**src/rtl/core/cmfe_pkg.sv**
```systemverilog
// ----------------------------------------------------------------------------
// cmfe_pkg
// Types and constants shared by the cursor motion format expander.
// ----------------------------------------------------------------------------
package cmfe_pkg;

  localparam int unsigned MaxBytes = 4;

  typedef enum logic [1:0] {
    MODE_NORMAL = 2'd0,
    MODE_PCT    = 2'd1,
    MODE_PLUS   = 2'd2
  } mode_e;

  localparam logic [7:0] CH_PCT  = 8'h25;
  localparam logic [7:0] CH_PLUS = 8'h2B;
  localparam logic [7:0] CH_INC  = 8'h69;  // 'i'
  localparam logic [7:0] CH_REV  = 8'h72;  // 'r'
  localparam logic [7:0] CH_DEC  = 8'h64;  // 'd'
  localparam logic [7:0] CH_ZERO = 8'h30;
  localparam logic [7:0] CH_NUL  = 8'h00;

  typedef logic [7:0] byte_t;

endpackage

```
**src/rtl/core/cursor_motion_format_expander.sv**
```systemverilog
// ----------------------------------------------------------------------------
// cursor_motion_format_expander
// Expands a cursor-motion template, one character per transaction, into
// escape-sequence bytes on a one-byte result channel.
// ----------------------------------------------------------------------------
// The first result byte is registered and is valid in the cycle after the input transaction.
// An item holds the result register while its bytes (1 to 4) leave one at a
//   time through the one-byte output port, stalling on out_ready_i; an item
//   with no bytes leaves the register empty.
// A new item is taken in the cycle its predecessor's last byte leaves.
// Reset (rst_ni low, async): parse state normal, line first, no increment,
//   result register empty.
module cursor_motion_format_expander (
  input  logic       clk_i,
  input  logic       rst_ni,
  input  logic       in_valid_i,
  output logic       in_ready_o,
  input  logic [7:0] template_char_i,
  input  logic [8:0] target_col_i,
  input  logic [8:0] target_line_i,
  input  logic       template_end_i,
  output logic       out_valid_o,
  input  logic       out_ready_i,
  output logic [7:0] out_byte_o,
  output logic       run_last_o
);
  import cmfe_pkg::*;

  mode_e       mode_q, mode_d;
  logic        arg_q, arg_d;
  logic        inc_q, inc_d;

  byte_t       buf_q [MaxBytes];
  byte_t       buf_d [MaxBytes];
  logic [1:0]  last_idx_q, last_idx_d;
  logic [1:0]  idx_q;
  logic        res_valid_q;

  logic        in_fire;
  logic        run_done;
  logic [2:0]  n;

  logic [9:0]  arg_val;
  logic [2:0]  hund;
  logic [6:0]  rem;
  logic [14:0] tens_prod;
  logic [3:0]  tens;
  logic [6:0]  tens_x10;
  logic [3:0]  ones;

  assign run_done    = res_valid_q && out_ready_i && (idx_q == last_idx_q);
  assign in_ready_o  = !res_valid_q || run_done;
  assign in_fire     = in_valid_i && in_ready_o;

  assign out_valid_o = res_valid_q;
  assign out_byte_o  = buf_q[idx_q];
  assign run_last_o  = (idx_q == last_idx_q);

  // current argument plus increment, at most 512
  assign arg_val = (arg_q ? {1'b0, target_col_i} : {1'b0, target_line_i})
                 + {9'd0, inc_q};

  // decimal split: hundreds by compare chain, tens by reciprocal multiply
  always_comb begin
    if (arg_val >= 10'd500) begin
      hund = 3'd5;
      rem  = 7'(arg_val - 10'd500);
    end else if (arg_val >= 10'd400) begin
      hund = 3'd4;
      rem  = 7'(arg_val - 10'd400);
    end else if (arg_val >= 10'd300) begin
      hund = 3'd3;
      rem  = 7'(arg_val - 10'd300);
    end else if (arg_val >= 10'd200) begin
      hund = 3'd2;
      rem  = 7'(arg_val - 10'd200);
    end else if (arg_val >= 10'd100) begin
      hund = 3'd1;
      rem  = 7'(arg_val - 10'd100);
    end else begin
      hund = 3'd0;
      rem  = arg_val[6:0];
    end
  end

  assign tens_prod = {8'd0, rem} * 15'd205;
  assign tens      = tens_prod[14:11];
  assign tens_x10  = {tens, 3'd0} + {2'd0, tens, 1'b0};
  assign ones      = 4'(rem - tens_x10);

  always_comb begin
    mode_d = mode_q;
    arg_d  = arg_q;
    inc_d  = inc_q;
    n      = 3'd0;
    for (int k = 0; k < MaxBytes; k++) begin
      buf_d[k] = CH_NUL;
    end

    case (mode_q)
      MODE_PCT: begin
        mode_d = MODE_NORMAL;
        case (template_char_i)
          CH_PLUS: mode_d = MODE_PLUS;
          CH_PCT: begin
            buf_d[0] = CH_PCT;
            n        = 3'd1;
          end
          CH_INC: inc_d = 1'b1;
          CH_REV: arg_d = 1'b1;
          CH_DEC: begin
            arg_d = !arg_q;
            if (hund != 3'd0) begin
              buf_d[0] = CH_ZERO + {5'd0, hund};
              buf_d[1] = CH_ZERO + {4'd0, tens};
              buf_d[2] = CH_ZERO + {4'd0, ones};
              n        = 3'd3;
            end else begin
              buf_d[0] = CH_ZERO + {4'd0, tens};
              buf_d[1] = CH_ZERO + {4'd0, ones};
              n        = 3'd2;
            end
          end
          default: ;  // unknown directive emits nothing
        endcase
      end
      MODE_PLUS: begin
        mode_d   = MODE_NORMAL;
        arg_d    = !arg_q;
        buf_d[0] = arg_val[7:0] + template_char_i;
        n        = 3'd1;
      end
      default: begin
        mode_d = MODE_NORMAL;
        if (template_char_i == CH_PCT) begin
          mode_d = MODE_PCT;
        end else begin
          buf_d[0] = template_char_i;
          n        = 3'd1;
        end
      end
    endcase

    // terminator; a dangling percent is simply dropped by the reset
    if (template_end_i) begin
      buf_d[n[1:0]] = CH_NUL;
      n             = n + 3'd1;
      mode_d        = MODE_NORMAL;
      arg_d         = 1'b0;
      inc_d         = 1'b0;
    end

    last_idx_d = 2'(n - 3'd1);
  end

  always_ff @(posedge clk_i or negedge rst_ni) begin
    if (!rst_ni) begin
      mode_q      <= MODE_NORMAL;
      arg_q       <= 1'b0;
      inc_q       <= 1'b0;
      res_valid_q <= 1'b0;
      idx_q       <= 2'd0;
      last_idx_q  <= 2'd0;
    end else begin
      if (in_fire) begin
        mode_q      <= mode_d;
        arg_q       <= arg_d;
        inc_q       <= inc_d;
        res_valid_q <= (n != 3'd0);
        idx_q       <= 2'd0;
        last_idx_q  <= last_idx_d;
      end else if (run_done) begin
        res_valid_q <= 1'b0;
      end else if (res_valid_q && out_ready_i) begin
        idx_q <= idx_q + 2'd1;
      end
    end
  end

  always_ff @(posedge clk_i) begin
    if (in_fire) begin
      buf_q <= buf_d;
    end
  end

endmodule

```
**config.mk**
```make
export PLATFORM = sky130hd
export DESIGN_NAME = cursor_motion_format_expander
export DESIGN_NICKNAME = d
export VERILOG_FILES = /design/src/rtl/core/cmfe_pkg.sv /design/src/rtl/core/cursor_motion_format_expander.sv
export SDC_FILE = /design/constraint.sdc
export NUM_CORES = 1
export LEC_CHECK = 0
export ABC_CLOCK_PERIOD_IN_PS = 11550
export BUFFER_PORTS_ARGS = -buffer_cell sky130_fd_sc_hd__buf_2
export CAP_MARGIN = 5
export CORE_MARGIN = 2
export CORE_UTILIZATION = 45
export CTS_CLUSTER_SIZE = 25
export DETAILED_ROUTE_END_ITERATION = 12
export HOLD_SLACK_MARGIN = 0.1
export PLACE_DENSITY = 0.74
export SLEW_MARGIN = 30
export SYNTH_ARGS = -nofsm -noshare
export SYNTH_HDL_FRONTEND = slang
export SYNTH_SLANG_ARGS = --single-unit
```
**constraint.sdc**
```tcl
create_clock -name clk_i -period 11.55 [get_ports clk_i]
set_input_delay 2.31 -clock clk_i [delete_from_list [all_inputs] [get_ports clk_i]]
set_output_delay 2.31 -clock clk_i [all_outputs]
set_load 0.02 [all_outputs]
```
; Yosys cells after proc, flatten, opt, wreduce, memory -nomap -nowiden
; Cells that the tools add are included.
[totals]
register_bits = 41
inputBits = 31
out_inout_bits = 11
wordCells = 109
[op_classes]
addsub = 15
n_mul = 1
n_lt_le_gt_ge = 8
n_eq_ne = 10
n_mux = 44
n_bitwise = 4
n_reduce_logical = 17
[op_table]
columns = cell, n
row1 = 7-bit two-way mux, 6
row2 = 32-bit bitwise AND, 1
row3 = 16-bit two-way mux, 2
row4 = 32-bit two-way mux, 1
row5 = 8-bit two-way mux, 4
row6 = 32-bit NOT, 1
row7 = 8-bit one-hot mux with 2 select lines, 2
row8 = "10-bit by 9-bit >= comparator with 1-bit output, second input constant", 3
row9 = "8-bit by 7-bit == test with 1-bit output, second input constant", 3
row10 = "7-bit subtractor, second input constant", 3
row11 = 8-bit binary-select mux with 2-bit select, 1
row12 = 8-bit demux with 2-bit select, 1
row13 = "8-bit by 6-bit == test with 1-bit output, second input constant", 2
row14 = "7-bit by 8-bit multiplier with 15-bit output, second input constant", 1
row15 = 15-bit two-way mux, 1
row16 = "6-bit by 4-bit adder with 7-bit output, first input constant", 2
row17 = 2-bit two-way mux, 7
row18 = 9-bit by 1-bit adder with 10-bit output, 1
row19 = "10-bit by 7-bit >= comparator with 1-bit output, second input constant", 1
row20 = "10-bit by 8-bit >= comparator with 1-bit output, second input constant", 1
row21 = 1-bit two-way mux, 10
row22 = 3-bit two-way mux, 3
row23 = 9-bit two-way mux, 1
row24 = 3-bit nonzero test, 3
row25 = other kinds (26), 38

; Logic depth before layout (Yosys ltp)
[depth]
word_depth = 20
ltp_mapped = 38
mapped_depth_nobuf = 35

; Worst setup path after synthesis
; OpenSTA, ideal clock, no wires.
[synth_path]
kind = in2reg
start = input target_col_i[0]
end = register buf_q[19] in the netlist's numbering (data pin)
setup_time_ns = 0.158
t_arrival_ns = 9.843
required_ns = 11.392
path_slack_ns = 1.549
path_stages = 35
path_buffers = 1
cell_sequence = mux2_2 ha_1 ha_1 nand4_1 nor2_1 mux2_2 o211a_1 and2_1 clkbuf_1 nor2_1 nor2_1 o21ai_0 nor2_1 a2111oi_0 ha_1 inv_1 fa_1 inv_1 ha_1 inv_1 fa_1 inv_1 ha_1 nand4_1 or3_1 nor2_1 nand2_1 a2111o_1 o311a_2 nand2_1 xnor2_1 ha_1 a211oi_2 xnor3_1 a211oi_2
[synth_rtl]
columns = item, line_no
row1 = start: declaration, cursor_motion_format_expander.sv:19  ; input logic [8:0] target_col_i,
row2 = end signal: assignment, cursor_motion_format_expander.sv:182  ; buf_q <= buf_d;
row3 = end: declaration, cursor_motion_format_expander.sv:33  ; byte_t buf_q [MaxBytes];

==> flow_summary.ini <==
[outcome]
status = finished, final reports clean

[critical_path]
start_kind = input port
path_depth = 36
crit_family = adder cells
worstReg2RegEnd = buf_q[19]$_DFFE_PP_
crit_slowest_cell = fa_1
worstRegToRegCells = 36
crit_fanout = 13
end_kind = register
cp.arrival_ns = 10.91
rrSetupSlack_ns = 2.06
crit_required_ns = 11.65
critical-path-max-stage-delay_ns = 0.53
worstSetupPathType = in -> reg
critPathMostFrequentCell = ha_1
crit_end = buf_q[19]$_DFFE_PP_
crit_buf_inv = 6
reg2reg_from = arg_q$_DFFE_PN0P_
crit_start = target_col_i[0]

[placement]
dp_hpwl_mm = 8.45
place_inst = 651
portBuffers = 41
post_dp_cell_area_um2 = 4590
place_congestion = 0.935

[die]
core_area_um2 = 9240
io_pins = 42
die_y_um = 101
die_w_um = 101
die-area_um2 = 10300
rows = 35
start_util_pct = 46.2

[clock_tree]
clock-root-buffer = clkbuf_8
cts-htree-levels = 1
numClockSinks = 27
cts_tree = built
cts_buffer_depth = 2
clk_pin_slew_worst_paths_ns = 0.09
ctsHoldBuffers = 0
cts_setup_buffers = 0
cts_buffers = 3
insertion_delay_ns = 0.27
cts_resized = 0

[timing]
hold_violations = 0
rsz0062_at_grt = no
fin_crit_ns = 10.81
max_freq_ghz = 0.0925
setup_viol = 0
skew_ns = 0.00446
holdWs_ns = 0.505
min_period_over_period_pct = 93.6
totalNegativeSetupSlack_ns = 0
final_max_slew_viol_count = 0
slew_headroom_pct = 42.4
tightest_slew_ns = 0.863

[layout]
final_common_cell = ha_1
multi_input_area_um2 = 3290
postLayoutCellArea_um2 = 4640
num-fill-cells = 885
nets = 620
drive_gt1_share_pct = 16.5
n_antenna_cell = 0
syn_to_final_growth_pct = 8.59
mostFrequentLayoutCells = ha_1, nand2_1, nor2_1
stdcell_count = 655
final-seq-area_um2 = 766
final_util_pct = 50.2

[yosys]
yosys.area.top_type = ha_1
syn_avg_cell_area_um2 = 8.71
synth_cells = 490
synth_cell_types = 80
syn_area_um2 = 4270
synth-main-ff-cell = edfxtp_1
yosys_warnings = 0
synth_edf_count = 18
synth_seq_cells = 27
netlist_top_cells_area = ha_1, edfxtp_1, dfrtp_1, fa_1, nand2_1
seq_area_frac_synth_pct = 17.9
syn-num-nets = 583
async_flop_share_pct = 33.3
synth_top_area_share_pct = 15.5

[run]
maxCapViolCount = 0

[worst_hold_path]
min_delay_path_depth = 2
hold_path_class = reg -> reg

[pwr]
peakVddDrop_uv = 94.5
p_leak_uw = 0.00202
p_per_area_nw_per_um2 = 162

[drt]
routedWlPerCell_um = 15.7
antenna_left = 0
routed_wl_mm = 10.3
drc = 0
drt-vias-per-instance = 5.85
drt_iter0_drc = 260
via_count = 3835
firstDrtPassIters = 5

[global_routing]
grt_max_degree = 29
grt_overflow = 0
grt_antenna_before_repair = 0
grt_usage_pct = 20.8
grt_pass1_wl_mm = 17.6
grt_pass1_vias = 3694
[sequential cells by signal, indices dropped and copies added (netlist names)]
name,flops
buf_q,18
idx_q,2
last_idx_q,2
mode_q,2
arg_q,1
inc_q,1
out_valid_o,1
[stage by stage]
| step | power [uW] | setup WS, ns |
|---|---|---|
| floorplan | 564 | 1.55 |
| global placement | 671 | 0.898 |
| detailed placement | 700 | 0.578 |
| CTS | 754 | 0.821 |
| global route | 830 | 0.253 |
| finish | 751 | 0.741 |
[Yosys cell counts, types with 6 or more instances]
library cell / count
a21o_1: 10
a21oi_1: 20
a31oi_1: 7
and2_1: 6
clkbuf_1: 9
dfrtp_1: 9
edfxtp_1: 18
fa_1: 9
ha_1: 53
inv_1: 38
mux2_2: 8
mux2i_1: 9
nand2_1: 47
nand3_1: 14
nand4_1: 9
nor2_1: 46
nor2b_1: 9
nor3_1: 8
o21ai_0: 33
xnor2_1: 13
xor2_1: 8
[power by group]
group          switching [uW]  internal [uW]  leakage (uW)
sequential               19.0            130      0.000285
clock                    27.4           24.7     0.0000228
combinational             317            232       0.00171
total                     364            387       0.00202
[layer usage]
metal / vias to the layer above / part of all wire, % / global-route usage [%]
li1: 1856 / - / -
met1: 1788 / 44 / 27.6
met2: 172 / 49 / 37.5
met3: 19 / 5.1 / 1.31
met4: 0 / 1.2 / 3.95
met5: - / 0 / 0
[worst register-to-register path, delay by kind of cell (launching register included)]
kind | cells | cell delay (ns)
AO/OA/AOI/OAI | 9 | 2.13
multiplexers | 1 | 0.39
flip-flops | 1 | 0.34
adder cells (fa/ha/maj) | 9 | 3.10
AND/OR/NAND/NOR | 7 | 1.47
XOR/XNOR | 4 | 1.14
buffers and inverters | 6 | 0.77
[kinds of logic after synthesis]
logic type	after synthesis	synth area share [%]
AND/OR/NAND/NOR	173	21.1
AO/OA/AOI/OAI	123	21.5
adder cells (fa/ha/maj)	66	20.7
buffers and inverters	52	5.10
XOR/XNOR	27	7.53
flip-flops	27	17.9
multiplexers	22	6.18
[worst min-delay path by stage]
stage,startpoint,slack [ns],endpoint
2_1_floorplan,last_idx_q[1]$_DFFE_PN0P_,0.47,last_idx_q[1]$_DFFE_PN0P_
3_3_place_gp,last_idx_q[1]$_DFFE_PN0P_,0.49,last_idx_q[1]$_DFFE_PN0P_
3_5_place_dp,last_idx_q[1]$_DFFE_PN0P_,0.49,last_idx_q[1]$_DFFE_PN0P_
4_1_cts,last_idx_q[1]$_DFFE_PN0P_,0.51,last_idx_q[1]$_DFFE_PN0P_
5_1_grt,last_idx_q[0]$_DFFE_PN0P_,0.57,last_idx_q[0]$_DFFE_PN0P_
6_report,last_idx_q[1]$_DFFE_PN0P_,0.51,last_idx_q[1]$_DFFE_PN0P_
[final cells by class]
class,instances,area share (%)
Clock buffer,4,0.972
Inverter,40,3.24
Tap cell,129,3.48
Multi-Input combinational cell,411,70.9
Sequential cell,27,16.5
Timing Repair Buffer,44,4.91
No activity file was read; power rests on OpenSTA's default activity.
